<file path="src/hdl/mccd_pkg.sv">
// mccd_pkg: shared constants and types for the minimum coin change unit
// no dependencies
`timescale 1ns / 1ps

package mccd_pkg;

  localparam int unsigned MAX_AMOUNT_DEF = 4095;
  localparam int unsigned MAX_COINS_DEF  = 16;

  localparam int unsigned COIN_W = 31;
  localparam int unsigned AMT_W  = 12;
  localparam int unsigned CNT_W  = 13;
  localparam int unsigned OUT_W  = 12;

  localparam logic [CNT_W-1:0] INF_MARK = '1;

  typedef struct packed {
    logic             upd;
    logic [CNT_W-1:0] val;
  } relax_res_t;

endpackage

</file>
<file path="src/hdl/mccd_relax.sv">
// mccd_relax: shared add and compare unit, one table relaxation step
// depends on mccd_pkg
`timescale 1ns / 1ps

module mccd_relax
  import mccd_pkg::*;
(
  input  logic [CNT_W-1:0] prev_i,
  input  logic [CNT_W-1:0] cur_i,
  output relax_res_t       res_o
);

  logic [CNT_W-1:0] cand;

  always_comb begin
    cand = (prev_i >= INF_MARK) ? INF_MARK : CNT_W'(prev_i + 1'b1);
    res_o.val = cand;
    res_o.upd = (cand < cur_i);
  end

endmodule
</file>
<file path="config.mk">
export PLATFORM = sky130hd
export DESIGN_NAME = mccd_relax
export DESIGN_NICKNAME = d
export VERILOG_FILES = /design/src/hdl/mccd_pkg.sv /design/src/hdl/mccd_relax.sv
export SDC_FILE = /design/constraint.sdc
export NUM_CORES = 1
export LEC_CHECK = 0
export CAP_MARGIN = 0
export CORE_AREA = 2 2 39 41
export DETAILED_ROUTE_END_ITERATION = 12
export DIE_AREA = 0 0 41 43
export DONT_BUFFER_PORTS = 1
export GPL_TIMING_DRIVEN = 0
export MAX_ROUTING_LAYER = met4
export PLACE_DENSITY = 0.64
export SLEW_MARGIN = 0
export SYNTH_ARGS = -nofsm -noshare
export SYNTH_HDL_FRONTEND = slang
export SYNTH_SLANG_ARGS = --single-unit
</file>
<file path="constraint.sdc">
create_clock -name vclk -period 6.7
set_input_delay 0.67 -clock vclk [all_inputs]
set_output_delay 0.67 -clock vclk [all_outputs]
set_load 0.02 [all_outputs]
</file>
Word level (Yosys, flattened, before mapping)
Index checks and enable logic that the tools add are counted.
Word-level totals
  bits in registers: 0
  latch bits: 0
  RAM bits: 0
  ROM bits: 0
  bits of input ports: 26
  output and inout port bits: 14
  logic and storage cells: 4
  memories: 0
Operators by class
  $add $sub $neg: 1
  $mul: 0
  div/mod/pow operators: 0
  order comparisons: 2
  eq/ne operators: 0
  shift-type cells: 0
  multiplexer cells: 1
  bitwise gates (word level): 0
  reductions and logical operators: 0
Operators by type and width (number)
  13-bit by 1-bit adder with 13-bit output (second input constant): 1
  13-bit >= comparator (second input constant): 1
  13-bit < comparator: 1
  13-bit two-way mux: 1

Depth between registers and ports, before layout
Gate-level depths: netlist (run 1).
  depth in word-level cells: 3
  depth in mapped cells: 11
  depth with buffers taken out: 10

Worst setup path before layout (run 1)
Ideal clock, no wire load.
  kind: input to output
  from: input prev_i[0]
  to: output res_o[13] in the netlist's numbering
  data arrival time: 2.794 ns
  data required time: 6.030 ns
  slack: 3.236 ns
  stages: 10
  buffers on the path: 1
  path through: ha_1 > a21oi_1 > or4_4 > buf_6 > nand2_1 > ha_1 > a211oi_1 > nor2_1 > nor4b_1 > o21a_1
RTL lines
  from (decl): line mccd_relax.sv:8  | input logic [CNT_W-1:0] prev_i,
  to (decl): line mccd_relax.sv:10  | output relax_res_t res_o

==> results of run 1 <==
cells by family (layout without fill, tap and decap cells):
logic type,Yosys count,count (layout),share of synthesized area
AO/OA/AOI/OAI,21,21,0.241
XOR/XNOR,7,7,0.100
adder cells (fa/ha/maj),13,13,0.266
buffers and inverters,14,14,0.0981
AND/OR/NAND/NOR,29,29,0.294
power by group:
group | internal, W | switching [W]
Clock | 0 | 0
Sequential | 0 | 0
Combinational | 0.0000139 | 0.0000228
path summary, 6_finish.rpt:
path,to,slack (ns),startpoint,cells after the start
setup / recovery,res_o[13],3.08,prev_i[0],10
hold / removal,res_o[0],1.51,prev_i[0],1
critical path: stages:
cell	delay [ns]
ha_1	0.19
a21oi_1	0.06
or4_4	0.48
buf_6	0.16
nand2_1	0.19
ha_1	0.30
a211oi_1	0.22
nor2_1	0.09
nor4b_1	0.30
o21a_1	0.29
final cells by class:
class / instances / area (sq um) / share of cell area
multi-input combinational: 70 / 552 / 0.873
buffer: 2 / 15.0 / 0.0238
tap: 16 / 20.0 / 0.0317
inverter: 12 / 45.0 / 0.0713
stage by stage:
step           std cells  total power (W)  hold WS [ns]  cell area (sq um)
3_3_place_gp         100        0.0000362          1.52                632
5_1_grt              100        0.0000415          1.51                632
4_1_cts              100        0.0000373          1.51                632
3_5_place_dp         100        0.0000371          1.51                632
6_report             100        0.0000367          1.51                632
2_1_floorplan         84        0.0000317          1.49                612
per-layer routing:
metal	track usage	share of wire
met4	0	0
met1	0.199	0.42
met3	0.0209	0.091
met2	0.266	0.49
met5	-	0
synthesized netlist by cell type (all sizes together):
| library cell | n | area [sq um] |
|---|---|---|
| or2b | 1 | 7.51 |
| a221oi | 1 | 8.76 |
| nand2 | 8 | 30.0 |
| o211ai | 1 | 7.51 |
| nor4b | 1 | 8.76 |
| a211oi | 1 | 7.51 |
| o2111ai | 1 | 8.76 |
| xor2 | 5 | 43.8 |
| ha | 13 | 163 |
| or4 | 1 | 11.3 |
| nor2 | 2 | 7.51 |
| inv | 12 | 45.0 |
| and2 | 1 | 6.26 |
| and4 | 4 | 36.3 |
| buf | 1 | 11.3 |
| a21o | 3 | 22.5 |
| o21ai | 5 | 36.3 |
| nand3 | 3 | 15.0 |
| xnor2 | 2 | 17.5 |
| o31ai | 1 | 7.51 |
| clkbuf | 1 | 3.75 |
| a21oi | 5 | 25.0 |
| and3 | 3 | 20.0 |
| o21a | 1 | 7.51 |
| a31oi | 1 | 6.26 |
| a41o | 1 | 10.0 |
| nand4 | 5 | 37.5 |
==> results.cfg, run 1 <==
[final_layout]
final_nets = 125
clockBufferCount = 0
mostFrequentLayoutCells = ha_1 (13), inv_1 (12), nand2_1 (8)
register_area_sq_um = 0
drive_gt1_frac = 0.0952
seq_cell_count = 0
antenna_cells = 0
layout_commonest_cell = ha_1
nFillCells = 157
utilization = 0.457
syn2layout_area_growth_pct = 3.27

[setup_path]
crit_fanout = 10
cp.arrival_ns = 2.95
path_class = in2out
end_kind = output pin
required_ns = 6.03
start_kind = input port

[floorplanning]
start_util = 0.442
core_area_sq_um = 1380
die-height_microns = 43
ios = 40
die_area_sq_um = 1760
rows = 14
die_w_microns = 41

[route]
drc = 0
first_iter_violations = 1
wl_per_cell_microns = 13.1
num_vias = 585
via_per_inst = 5.85
first_pass_iters = 4
wirelength_microns = 1310
ant_nets = 0

[synthesis]
syn_nets = 123
ys_warn_count = 0
postSynthCellCount = 84
ys_types = 31
postSynthAreaPerCell_sq_um = 7.28
seq_area_frac_synth = 0
syn_area_sq_um = 612

[sta]
slew_headroom = 0.436
worst_slew_pin_slew_ns = 0.839
period_share = 0.540
period_needed_ns = 3.62
fin_setup_tns_ns = 0
max_freq_mhz = 276
hold_viol = 0
rsz0062_at_grt = false
final-setup-viol-count = 0
slew_viol_final = 0
post-route-worst-setup-slack_ns = 3.08

[power_and_ir_drop]
vdd_drop_max_v = 0.0000231
p_per_area_nw_per_um2 = 58.1
p_leak_nw = 0.333

[global_route]
grt_pass1_wl_microns = 2040
grt-ovfl-total = 0
first_global_vias = 534
grt_max_degree = 11
track_usage = 0.156
antenna_found_initial = 0

[hold_path]
hold_path_class = in2out

[place]
dp_hpwl_microns = 1200
gp_congestion = 0.793
place_ws_ns = 3.08
port_buffers = 0

[flow_run]
cap_violations = 0

[run_status]
status = completed

[clocking]
cts_setup_buffers = 0
cts_resized = 0
postCtsHoldBufs = 0
(Power assumes the default switching activity.)
==> run 2: changes to the inputs <==
Settings changed: PLACE_DENSITY 0.64 to 0.66.
Clock period 6.7 ns to 3.2 ns, I/O delays scaled along.
==> run 2 against run 1 <==
Effect of this change: critical path depth did not move; die area did not move; setup slack got worse by 2.8 ns; critical path type unchanged; critical endpoint unchanged; largest cell class unchanged; highest routed layer unchanged.
==> results.cfg, run 2 (same netlist as run 1, synthesis figures left out) <==
[run_status]
status = completed

[hold_path]
hold_start = prev_i[0]
hold_depth = 1
whs_endpoint = res_o[0]
hold_path_class = in2out

[setup_path]
path_class = in2out
crit_fanout = 10
end_kind = output pin
crit_family = simple AND/OR/NAND/NOR gates
crit_slowest_cell = or4_4
cpPeakStageDelay_ns = 0.49
critPathBufInv = 1
cp.arrival_ns = 2.62
required_ns = 2.88
crit_top_cell = ha_1
path_cells = ha_1 > a21oi_1 > or4_4 > buf_6 > nand2_1 > ha_1 > a211oi_1 > nor2_1 > nor4b_1 > o21a_1
start_kind = input port

[sta]
worst_slew_pin_slew_ns = 0.885
period_share = 0.920
slew_viol_final = 0
hold_viol = 0
rsz0062_at_grt = false
period_needed_ns = 2.94
fin_setup_tns_ns = 0
max_freq_mhz = 340
slew_headroom = 0.405
final-setup-viol-count = 0

[floorplanning]
core_area_sq_um = 1380
start_util = 0.442
ios = 40
rows = 14
die_area_sq_um = 1760
die_w_microns = 41
die-height_microns = 43

[final_layout]
layout_commonest_cell = ha_1
final_nets = 125
seq_cell_count = 0
clockBufferCount = 0
mostFrequentLayoutCells = ha_1 (13), inv_1 (12), nand2_1 (8)
syn2layout_area_growth_pct = 3.27
register_area_sq_um = 0
finalNonFillerCells = 100
drive_gt1_frac = 0.0952
antenna_cells = 0

[route]
first_iter_violations = 4
via_per_inst = 6.08
wl_per_cell_microns = 13.1
first_pass_iters = 5
drc = 0
ant_nets = 0
num_vias = 608
wirelength_microns = 1310

[global_route]
first_global_vias = 512
grt-ovfl-total = 0
antenna_found_initial = 0
grt_pass1_wl_microns = 1910
track_usage = 0.147
grt_max_degree = 11

[power_and_ir_drop]
p_leak_nw = 0.333
p_comb_frac = 1.000
switching_power_w = 0.0000479
vdd_drop_max_v = 0.0000527
switching_share = 0.622
p_seq_frac = 0
p_per_area_nw_per_um2 = 122
intPower_w = 0.0000291
clkPwrFrac = 0

[place]
port_buffers = 0
dp_hpwl_microns = 1150
placed_cells = 100
gp_congestion = 0.786

[flow_run]
cap_violations = 0

[clocking]
cts_setup_buffers = 0
postCtsHoldBufs = 0
cts_resized = 0
run 2: cell type report:
cell class / count / area, sq um
well taps: 16 / 20.0
inverters: 12 / 45.0
fillers: 145 / 752
multi-input cells: 70 / 552
plain buffers: 2 / 15.0
run 2: per-stage QoR:
step	util	worst slack (ns)	hold slack [ns]	instance area [sq um]	total power, W
2_1_floorplan	-	0.436	0.790	612	0.0000663
3_3_place_gp	0.457	0.304	0.814	632	0.0000755
3_5_place_dp	0.457	0.268	0.818	632	0.0000770
4_1_cts	0.457	0.258	0.817	632	0.0000777
5_1_grt	0.457	0.115	0.819	632	0.0000870
6_report	0.457	0.257	0.818	632	0.0000770
run 2: power groups by stage:
stage,sequential [W],clock [W],combinational (W)
finish,0,0,0.0000770
detailed placement,0,0,0.0000770
CTS,0,0,0.0000777
floorplan,0,0,0.0000663
global placement,0,0,0.0000755
global route,0,0,0.0000870
run 2: worst max-delay path by stage:
| stage | from | end | depth (start not counted) |
|---|---|---|---|
| final | prev_i[0] | res_o[13] | 10 |
| after global routing | prev_i[0] | res_o[13] | 11 |
| after CTS | prev_i[0] | res_o[13] | 10 |
| after detailed placement | prev_i[0] | res_o[13] | 10 |
| after global placement | prev_i[0] | res_o[13] | 11 |
| after floorplan | prev_i[0] | res_o[13] | 10 |
run 2: layer usage:
| metal | part of all wire | GRT usage |
|---|---|---|
| met5 | 0 | - |
| met2 | 0.51 | 0.272 |
| met1 | 0.40 | 0.174 |
| met3 | 0.088 | 0.0105 |
| met4 | 0 | 0 |
==> run 3: changes to the inputs <==
Settings changed: PLACE_DENSITY 0.66 to 0.64, RECOVER_POWER from default to 50.
Clock period 3.2 ns to 3.55 ns, I/O delays scaled along.
==> run 3 against run 2 <==
Effect of this change: non-clock buffer count did not move; critical endpoint unchanged; largest cell class unchanged; combinational power decreased by 12%; setup slack improved by 0.19 ns; core utilization down 0.81 points.
==> results.cfg, run 3 (same netlist as run 1, synthesis figures left out) <==
[final_layout]
clockBufferCount = 0
post-route-cell-area_sq_um = 621
mostFrequentLayoutCells = ha_1 (13), inv_1 (12), nand2_1 (8)
final_nets = 125
drive_gt1_frac = 0.0595
syn2layout_area_growth_pct = 1.43
register_area_sq_um = 0
seq_cell_count = 0
antenna_cells = 0
layout_commonest_cell = ha_1

[place]
dp_hpwl_microns = 1200
port_buffers = 0
placed_cell_area_sq_um = 632
gp_congestion = 0.793

[route]
via_per_inst = 5.83
num_vias = 583
drc = 0
wirelength_microns = 1320
wl_per_cell_microns = 13.2
first_iter_violations = 2
first_pass_iters = 4
ant_nets = 0

[sta]
final-setup-viol-count = 0
rsz0062_at_grt = false
slew_viol_final = 0
hold_viol = 0
worst_slew_pin_slew_ns = 0.840
max_freq_mhz = 322
slew_headroom = 0.435
fin_setup_tns_ns = 0
period_needed_ns = 3.11
period_share = 0.875

[floorplanning]
die_w_microns = 41
die-height_microns = 43
rows = 14
die_area_sq_um = 1760
core_area_sq_um = 1380
start_util = 0.442
ios = 40

[hold_path]
hold_path_class = in2out
whs_endpoint = res_o[0]
hold_start = prev_i[0]
hold_depth = 1

[power_and_ir_drop]
p_per_area_nw_per_um2 = 109
p_leak_nw = 0.328
vdd_drop_max_v = 0.0000422

[clocking]
postCtsHoldBufs = 0
cts_setup_buffers = 0
cts_resized = 0

[setup_path]
start_kind = input port
path_class = in2out
required_ns = 3.19
end_kind = output pin
cp.arrival_ns = 2.75
crit_fanout = 10
worstSetupStartpoint = prev_i[0]

[run_status]
status = completed

[global_route]
grt_max_degree = 11
track_usage = 0.156
grt_pass1_wl_microns = 2040
antenna_found_initial = 0
first_global_vias = 534
grt-ovfl-total = 0

[flow_run]
cap_violations = 0
## run 3: how the worst max path moves through the flow
stage                      to  slack (ns)  depth (start not counted)
floorplan           res_o[13]        0.72                         10
global placement    res_o[13]        0.58                         11
global route        res_o[13]        0.22                         10
detailed placement  res_o[13]        0.56                         11
CTS                 res_o[13]        0.55                         10
finish              res_o[13]        0.44                         10
## run 3: per-layer routing
metal | GRT usage | share of wire | vias up | wire [microns]
met5 | - | 0 | - | 0
met4 | 0 | 0 | 0 | 0
met3 | 0.0209 | 0.085 | 0 | 112
met2 | 0.266 | 0.49 | 20 | 646
met1 | 0.199 | 0.42 | 252 | 557
li1 | - | - | 311 | -
## run 3: layout make-up
class,count,area [sq um]
fill,159,763
multi-input combinational,70,541
inverter,12,45.0
tap,16,20.0
buffer,2,15.0
## run 3: per-stage QoR
stage | util | hold WS [ns] | setup slack (ns) | power (W) | std cells
floorplan | - | 0.860 | 0.716 | 0.0000598 | 84
global placement | 0.457 | 0.886 | 0.578 | 0.0000684 | 100
detailed placement | 0.457 | 0.883 | 0.564 | 0.0000700 | 100
CTS | 0.457 | 0.882 | 0.548 | 0.0000703 | 100
global route | 0.448 | 0.884 | 0.224 | 0.0000770 | 100
finish | 0.448 | 0.880 | 0.444 | 0.0000679 | 100
## run 3: critical path, cell delays in order
cell and delay (ns):
ha_1 0.19, a21oi_1 0.05, or4_1 0.51, buf_6 0.17
o21ai_0 0.29, ha_1 0.37, o21ai_0 0.15, nor2_1 0.07
nor4b_1 0.30, o21a_1 0.29
## run 3: power breakdown
group	switching [W]	internal, W	leakage (nW)	total (W)
combinational	0.0000424	0.0000255	0.328	0.0000679
clock	0	0	0	0
sequential	0	0	0	0
total	0.0000424	0.0000255	0.328	0.0000679
