`config.mk`:
```
export PLATFORM = sky130hd
export DESIGN_NAME = mccd_ram
export DESIGN_NICKNAME = d
export VERILOG_FILES = /design/src/hdl/mccd_ram.sv
export SDC_FILE = /design/constraint.sdc
export NUM_CORES = 1
export LEC_CHECK = 0
export ABC_AREA = 0
export BUFFER_PORTS_ARGS = -buffer_cell sky130_fd_sc_hd__buf_2
export CAP_MARGIN = 30
export CORE_MARGIN = 2
export CORE_UTILIZATION = 49
export DETAILED_ROUTE_END_ITERATION = 8
export PLACE_DENSITY = 0.65
export SKIP_CTS_REPAIR_TIMING = 1
export SYNTH_ARGS = -nofsm -noshare
export SYNTH_HDL_FRONTEND = slang
export SYNTH_SLANG_ARGS = --single-unit
export TNS_END_PERCENT = 20
```
`constraint.sdc`:
```
create_clock -name clk_i -period 2.2 [get_ports clk_i]
set_clock_uncertainty 0.2 [all_clocks]
set_input_delay 0.22 -clock clk_i [delete_from_list [all_inputs] [get_ports clk_i]]
set_output_delay 0.22 -clock clk_i [all_outputs]
set_load 0.005 [all_outputs]
```
`src/hdl/mccd_ram.sv`:
```
// mccd_ram: generic single write port, single read port ram with registered read
// no dependencies
`timescale 1ns / 1ps

module mccd_ram #(
  parameter int unsigned Width = 8,
  parameter int unsigned Depth = 16,
  localparam int unsigned AW = (Depth > 1) ? $clog2(Depth) : 1
) (
  input  logic             clk_i,
  input  logic             we_i,
  input  logic [AW-1:0]    waddr_i,
  input  logic [Width-1:0] wdata_i,
  input  logic [AW-1:0]    raddr_i,
  output logic [Width-1:0] rdata_o
);

  logic [Width-1:0] mem_q [Depth];
  logic [Width-1:0] rdata_q;

  always_ff @(posedge clk_i) begin
    if (we_i) begin
      mem_q[waddr_i] <= wdata_i;
    end
    rdata_q <= mem_q[raddr_i];
  end

  assign rdata_o = rdata_q;

endmodule

```
---- After elaboration in Yosys (flattened, before gate mapping) ----
Memory sizes are Yosys's and may differ from the RTL's. A register that Yosys moved wholly into a read port is not among the register bits.
Cells that the tools add are included.
operators by class
  $add $sub $neg .......................... 0
  magnitude comparators ................... 0
  equality and inequality tests ........... 0
  multiplexer cells ....................... 2
  multiply operators ...................... 0
  reductions and logical operators ........ 0
  divide/modulo/power cells ............... 0
  bitwise gates (word level) .............. 0
  shift-type cells ........................ 0
operator list
  kind    number
  $mux 1  2
word-level totals
  bits in writable memories ............... 128
  input port bits ......................... 18
  bits in registers ....................... 0
  latch bits .............................. 0
  memories ................................ 1
  ROM bits ................................ 0
  output and inout bits ................... 8
memory list
  name   words  bits a word  read ports  clocked after memory_dff  wr ports  RTL line  source
  mem_q  16     8            1           1                         1         18        logic [Width-1:0] mem_q [Depth];

---- Logic depth before layout (Yosys ltp) ----
Gate-level depths: netlist of the first run.
  word-level depth ........................ 2
  mapped depth ............................ 5
  mapped depth without buffers ............ 3

---- Worst setup path after synthesis of the first run ----
OpenSTA, ideal clock, no wires.
  kind .................................... input port to flip-flop
  start ................................... input port waddr_i[2]
  end ..................................... memory mem_q[0][0], enable pin
  setup time .............................. 0.383 ns
  path slack .............................. 0.287 ns
  buffers on the path ..................... 0
  stages on the path ...................... 2
  arrival time ............................ 1.330 ns
  path through ............................ or3b_2 nor3_1
RTL lines
  element             RTL line  source
  start: declaration  12        input logic [AW-1:0] waddr_i,
  end: declaration    18
Straight into the memory's write port.

==> results.md, run 1 <==
- Ys async rst share: 0
- Origin of the worst setup path: mem_q[1][2]
- Cell area after synthesis: between 5000 and 6000 sq um
- Hold_ws: roughly 0.10 ns
- RSZ-0062 raised after global routing: false
- Overall Global Routing Usage: 0.187
- Slew headroom: 0.728
- Delay-heaviest family, CP: multiplexers
- Max stage delay cell, worst path: mux4_1
- Grt ovf: 0
- Switching Fraction: 0.191
- Root Driver: clkbuf_8
- Worst setup endpoint: rdata_o[2]
- CTS buffer count: 17
- # port buffers: 25
- Max clock buf depth: 2
- DR iter-0 viols: 189
- Synth cell count leaders: 128 x edfxtp_1, 18 x mux4_2, 16 x a22oi_1
- Post-route setup slack: 0.661 ns
- Hold Fails Final Rpt: 0
- Row count: 37
- Number of fill cells in the layout: ~750
- # Max-Cap Violations: 0
- CP Launch Type: flip-flop
- Yosys top cell by area: edfxtp_1
- Post-Synth Simple-Gate Area: 0.0318
- Worst path bufs/invs: 0
- Worst reg2reg path startpoint: mem_q[1][2]
- Post-Syn Instances: between 200 and 250
- Status: completed
- Worst-Margin Slew: approximately 0.4 ns
- Synth Area in XOR/XNOR: 0
- CP Data Arrival Time: 1.71 ns
- Die ar.: around 11000 sq um
- CTS tree: yes
- Initial Utilization: 0.501
- Final worst path period need: 1.54 ns
- Worst path max stage delay: approximately 0.51 ns
- CTS H-Tree Depth: 4
- Place WS: ~0.38 ns
- CP required: between 2 and 2.5 ns
- Placer Congestion: 0.782
- Remaining DRCs: 0
- R2R depth: 3
- Utilization after layout: 0.608
- Synth warnings: 0
- Post-synth top area share: 0.747
- Initial antenna violation count: 0
- Top-count cell post-synth: edfxtp_1
- Crit share post-route: 0.700
- Largest net degree at the start of global routing: 23
- Die height: about 110 um
- Seq cells post-synth: roughly 140
- Final #Nets: approximately 310
- Skew-Pair Late Insertion Delay: approximately 0.49 ns
- Syn Nets: 247
- Internal: between 0.004 and 0.005 W
- WL final: about 9.8 mm
- CTS sink count: 136
- Synth unique cells: 19
- Dominant synthesized flop cell: edfxtp_1
- Vias in the first global route: between 2k and 2.5k
- ANT nets after route: 0
- Switch Pwr: roughly 0.0012 W
- Post-DP HPWL: ~6.2 mm
- Area Overhead vs Synth: 21.3%
- DR pass1 iterations: 5
- CP Class: flip-flop to flip-flop
- Proportion of layout cells with a drive suffix above 1: 0.316
- Flop pwr share: 0.482
- Clock share of power: 0.472
- Final Max Slew Viols: 0
- Reg-to-Reg End: rdata_o[2]
- Worst Path Max Fanout: 1
- Syn avg cell area: roughly 22 sq um
- Post-synthesis compound-gate area fraction: 0.0233
- Detailed-route via count: 2512
- Clock transition at path regs: 0.06 ns
- Seq/Total Area, Yosys: 0.778
- Final count of negative-setup-slack endpoints: 0
- Hold Path Class: input port to flip-flop
- Number of enable flip-flop cells after synthesis: 128
- Vias per cell: around 5.7
- R2R Setup Slk: 0.66 ns
- Largest family of logic cells by synthesized area: multiplexers
- Peak supply drop: ~530 uV
- Die width: about 110 um
- Crit. path cell count: 3
- Static Leak: 2.15 nW
- First-pass GRT wire length: 14.9 mm
- Area contributors post-synth: edfxtp_1 75%, mux4_2 7.9%, mux4_1 7.1%, dfxtp_1 3.1%, a22oi_1 2.3%
- Highest Clock Rate: about 0.65 GHz
- Number of diodes: 0
- Adder-cell share of the synthesized area: 0
- Post-synthesis mux area share: 0.150
- Ports: 26
- Critical Path Sink Type: flip-flop
- Sum Neg Setup Slack: 0 ns
- Comb pwr share: 0.046
- DR WL/cell: between 20 and 25 um
- Cell area power density: 968 nW/um^2
- Core area: between 10000 and 15000 sq um
- Crit-path cells: mux4_1, a22oi_1, nand2_1
placed cells by master, fill, tap and decap left out:
cell,n
dfxtp_1,8
bufinv_16,4
nor2b_1,1
a22oi_1,16
and2b_1,1
buf_2,25
mux4_2,18
clkinvlp_4,2
mux4_1,14
nand3b_1,2
nand3_1,1
dlygate4sd3_1,8
clkbuf_1,2
clkbuf_8,2
and2_1,1
nand2b_1,2
clkinv_2,3
nand2_1,9
nor2_1,13
clkinv_4,3
buf_4,21
clkbuf_16,16
nor3_1,4
buf_12,2
edfxtp_1,128
or3b_2,1
per-stage QoR:
stage | instance area (sq um) | std cells | total power (W)
2_1_floorplan | 5150 | 229 | 0.00311
3_3_place_gp | 5550 | 403 | 0.00323
3_5_place_dp | 5550 | 403 | 0.00324
4_1_cts | 6170 | 435 | 0.00609
5_1_grt | 6250 | 443 | 0.00624
6_report | 6250 | 443 | 0.00605
routing by layer:
layer / GRT usage / vias to the layer above / share of wire
met1: 0.262 / 1316 / 0.45
li1: - / 1106 / -
met2: 0.292 / 82 / 0.49
met3: 0.0478 / 8 / 0.047
met5: 0 / - / 0
met4: 0.0575 / 0 / 0.010
worst min-delay path by stage:
stage          slack, ns            to       start  cells past startpoint
3_3_place_gp        0.40    rdata_o[5]  rdata_o[5]                      1
4_1_cts            -0.12  mem_q[12][1]  wdata_i[1]                      1
2_1_floorplan       0.12   mem_q[0][0]  wdata_i[0]                      0
6_report            0.10   mem_q[0][4]  waddr_i[0]                      3
3_5_place_dp        0.40    rdata_o[7]  rdata_o[7]                      1
5_1_grt             0.08   mem_q[0][4]  waddr_i[0]                      3
flip-flops by register name (all words and copies together), names as in the netlist:
signal and count:
rdata_o 8, mem_q 128
power by group through the flow:
stage | logic, W | registers, W | clock network [W]
global placement | 0.000266 | 0.00297 | 0
global route | 0.000303 | 0.00292 | 0.00302
finish | 0.000279 | 0.00291 | 0.00286
detailed placement | 0.000271 | 0.00297 | 0
CTS | 0.000272 | 0.00292 | 0.00291
floorplan | 0.000147 | 0.00296 | 0
layout make-up:
type / count / area, sq um / area share
sequential: 136 / 4000 / 0.641
clock inverter: 12 / 176 / 0.0282
tap: 136 / 170 / 0.0272
clock buffer: 20 / 435 / 0.0697
multi-input combinational: 83 / 1060 / 0.169
timing repair buffer: 56 / 403 / 0.0645
cells by family (layout without fill, tap and decap cells):
logic type / count (synthesis) / in the layout
flops: 136 / 136
simple gates: 35 / 35
mux: 32 / 32
compound gates: 16 / 16
buf+inv: 10 / 88
worst register-to-register path, stage by stage (launching register included):
cell and delay [ns]:
edfxtp_1 0.37, mux4_1 0.51, a22oi_1 0.27, nand2_1 0.08
(Power assumes the default switching activity.)
==> run 2: changes to the inputs <==
Settings changed: ABC_AREA 0 to 1, PLACE_DENSITY 0.65 to 0.67.
Clock period 2.2 ns to 1.3 ns, I/O delays scaled along.
==> run 2 against run 1 <==
Via count grew 55%; flip-flop and latch count is the same; register-to-register slack lost 0.57 ns; first-iteration DRC count is 46% higher; critical endpoint is now rdata_o[5]; highest routed layer unchanged.
==> results.md, run 2 <==
- Status: completed
- Max stage delay cell, worst path: dfxtp_1
- Reg-to-Reg End: rdata_o[0]
- Area Overhead vs Synth: 20.6%
- Root Driver: clkbuf_16
- WL final: 13.2 mm (+35%)
- Largest register FFs: 128 (unchanged)
- Die ar.: 12700 sq um (+12%)
- CTS tree: yes
- Number of fill cells in the layout: 933 (+25%)
- Overall Global Routing Usage: 0.220 (+0.0330)
- Max clock buf depth: 2 (unchanged)
- Worst setup endpoint: rdata_o[5]
- Synth unique cells: 12 (-7)
- Detailed-route via count: 3901 (+55%)
- Most common cell after layout, fill and taps aside: nand2_1
- Power Total: 0.0102 W (+68%)
- Final worst path period need: between 1 and 1.5 ns
- Delay-heaviest family, CP: flip-flops
- Worst Path Max Fanout: 1 (unchanged)
- Seq cells post-synth: 136 (unchanged)
- CTS sink count: 136 (unchanged)
- Clock transition at path regs: 0.06 ns (about the same)
- Hold Fails Final Rpt: 0 (unchanged)
- Internal: 0.00796 W (+63%)
- Seq/Total Area, Yosys: 0.694 (-0.0835)
- Final count of negative-setup-slack endpoints: 0 (unchanged)
- Post-route setup slack: 0.0341 ns (-0.627 ns)
- Crit-path cells: buf_2
- CP Data Arrival Time: 0.94 ns (-0.77 ns)
- Clock share of power: 0.446 (-0.026)
- Static Leak: 3.05 nW (+42%)
- Switch Pwr: 0.00221 W (+91%)
- Switching Fraction: 0.217 (+0.0264)
- Register area: 4000 sq um (unchanged)
- Proportion of layout cells with a drive suffix above 1: 0.148 (-0.168)
- Utilization after layout: 0.606 (-0.00131)
- Syn avg cell area: 10.5 sq um (-53%)
- Place WS: -0.138 ns (-0.522 ns)
- ANT nets after route: 0 (unchanged)
- Crit. path cell count: 1 (-2)
- Slew headroom: 0.729 (+0.00153)
- Row count: 39 (+5.4%)
- Final #Nets: 635 (+100%)
- Peak supply drop: 1140 uV (+120%)
- Crit share post-route: 0.974
- Dominant synthesized flop cell: edfxtp_1
- Vias in the first global route: 3723 (+50%)
- Core area: 11500 sq um (+12%)
- Top-count cell post-synth: nand2_1
- # port buffers: 25 (unchanged)
- Number of enable flip-flop cells after synthesis: 128 (unchanged)
- Syn Nets: 569 (+130%)
- Initial Utilization: 0.503 (+0.00204)
- CP required: 0.97 ns (-1.41 ns)
- DR iter-0 viols: 275 (+46%)
- Cell area power density: 1460 nW/um^2 (+51%)
- Number of diodes: 0 (unchanged)
- DR pass1 iterations: 5 (unchanged)
- Initial antenna violation count: 0 (unchanged)
- Origin of the worst setup path: rdata_o[5]
- Highest Clock Rate: between 0.7 and 0.8 GHz
- Grt ovf: 0 (unchanged)
- # Max-Cap Violations: 0 (unchanged)
- Final Max Slew Viols: 0 (unchanged)
- Multi-input logic area: 1220 sq um (+15%)
- Worst reg2reg path startpoint: mem_q[7][0]
- Die width: 112 um (+5.6%)
- Skew-Pair Late Insertion Delay: 0.42 ns (-0.07 ns)
- Remaining DRCs: 0 (unchanged)
- Post-Syn Instances: 551 (+140%)
- RSZ-0062 raised after global routing: false
- Vias per cell: 5.05 (-11%)
- Synth warnings: 0 (unchanged)
- Ports: 26 (unchanged)
- Die height: 112 um (+5.6%)
- Post-synth top area share: 0.667 (-0.0802)
- Most frequent cells in the layout: 173 x nand2_1, 128 x edfxtp_1, 100 x inv_1, 96 x nand3_1, 28 x buf_4
- Critical Path Sink Type: output port
- Flop pwr share: 0.486 (+0.004)
- R2R Setup Slk: 0.09 ns (-0.57 ns)
- CP Launch Type: flip-flop
- First-pass GRT wire length: 20.3 mm (+37%)
- Worst path max stage delay: 0.38 ns (-0.13 ns)
- Worst path bufs/invs: 1 (+1)
- CTS buffer count: 17 (unchanged)
- Yosys top cell by area: edfxtp_1
- Area contributors post-synth: edfxtp_1 67%, nand2_1 11%, nand3_1 8.4%, inv_1 6.5%, dfxtp_1 2.8%
- CTS H-Tree Depth: 4 (unchanged)
- Biggest register: mem_q
- CP Class: flip-flop to output port
- Cell area after synthesis: 5770 sq um (+12%)
- Ys async rst share: 0 (unchanged)
- R2R depth: 6 (+3)
- Largest net degree at the start of global routing: 35 (+52%)
- Synth cell count leaders: 173 x nand2_1, 128 x edfxtp_1, 100 x inv_1
- DR WL/cell: 17.1 um (-23%)
- Worst-Margin Slew: 0.406 ns (-0.00229 ns)
- Hold Path Class: input port to flip-flop
- Comb pwr share: 0.068 (+0.022)
- Post-DP HPWL: 8.36 mm (+35%)
- Placer Congestion: 0.883 (+13%)
run 2: cell types whose count changed after synthesis, sizes merged, moves of 16 or more:
cell	delta
a22oi	-16
buf	+17
inv	+102
mux4	-32
nand2	+164
nand3	+96
run 2: how the worst min path moves through the flow:
stage | from | endpoint | slack, ns | depth (start not counted)
after global routing | raddr_i[2] | rdata_o[4] | 0.07 | 5
after floorplan | wdata_i[0] | mem_q[0][0] | 0.03 | 0
after global placement | rdata_o[0] | rdata_o[0] | 0.31 | 1
after CTS | wdata_i[2] | mem_q[7][2] | -0.08 | 1
final | raddr_i[2] | rdata_o[3] | 0.04 | 6
after detailed placement | rdata_o[0] | rdata_o[0] | 0.31 | 1
run 2: cells by family after synthesis:
group,Yosys count,share of synthesized area
AND/OR/NAND/NOR,289,0.210
flip-flops,136,0.694
buffers and inverters,126,0.0952
run 2: area by class of cell:
cell class | instances | share of cell area
Sequential cell | 136 | 0.576
Inverter | 102 | 0.0551
Clock buffer | 19 | 0.0623
Timing Repair Buffer | 71 | 0.0871
Multi-Input combinational cell | 289 | 0.175
Clock inverter | 13 | 0.0189
Tap cell | 143 | 0.0257
run 2: power groups by stage:
stage	registers, W	logic, W	clock network (W)
2_1_floorplan	0.00502	0.000346	0
3_3_place_gp	0.00503	0.000654	0
3_5_place_dp	0.00503	0.000668	0
4_1_cts	0.00494	0.000675	0.00460
5_1_grt	0.00494	0.000760	0.00478
6_report	0.00494	0.000695	0.00453
run 2: metal layers:
layer | up-vias | track usage | wire (um)
li1 | 1909 | - | -
met1 | 1827 | 0.295 | 5720
met2 | 141 | 0.349 | 6420
met3 | 24 | 0.0518 | 776
met4 | 0 | 0.0878 | 291
met5 | - | 0 | 0
run 2: metrics by stage:
step | setup TNS, ns | instance area, sq um | std cells | hold slack [ns]
3_3_place_gp | -0.672 | 6290 | 732 | 0.314
3_5_place_dp | -2.47 | 6290 | 732 | 0.309
2_1_floorplan | 0 | 5770 | 551 | 0.0289
6_report | 0 | 6950 | 773 | 0.0365
5_1_grt | 0 | 6950 | 773 | 0.0709
4_1_cts | 0 | 6860 | 764 | -0.0783
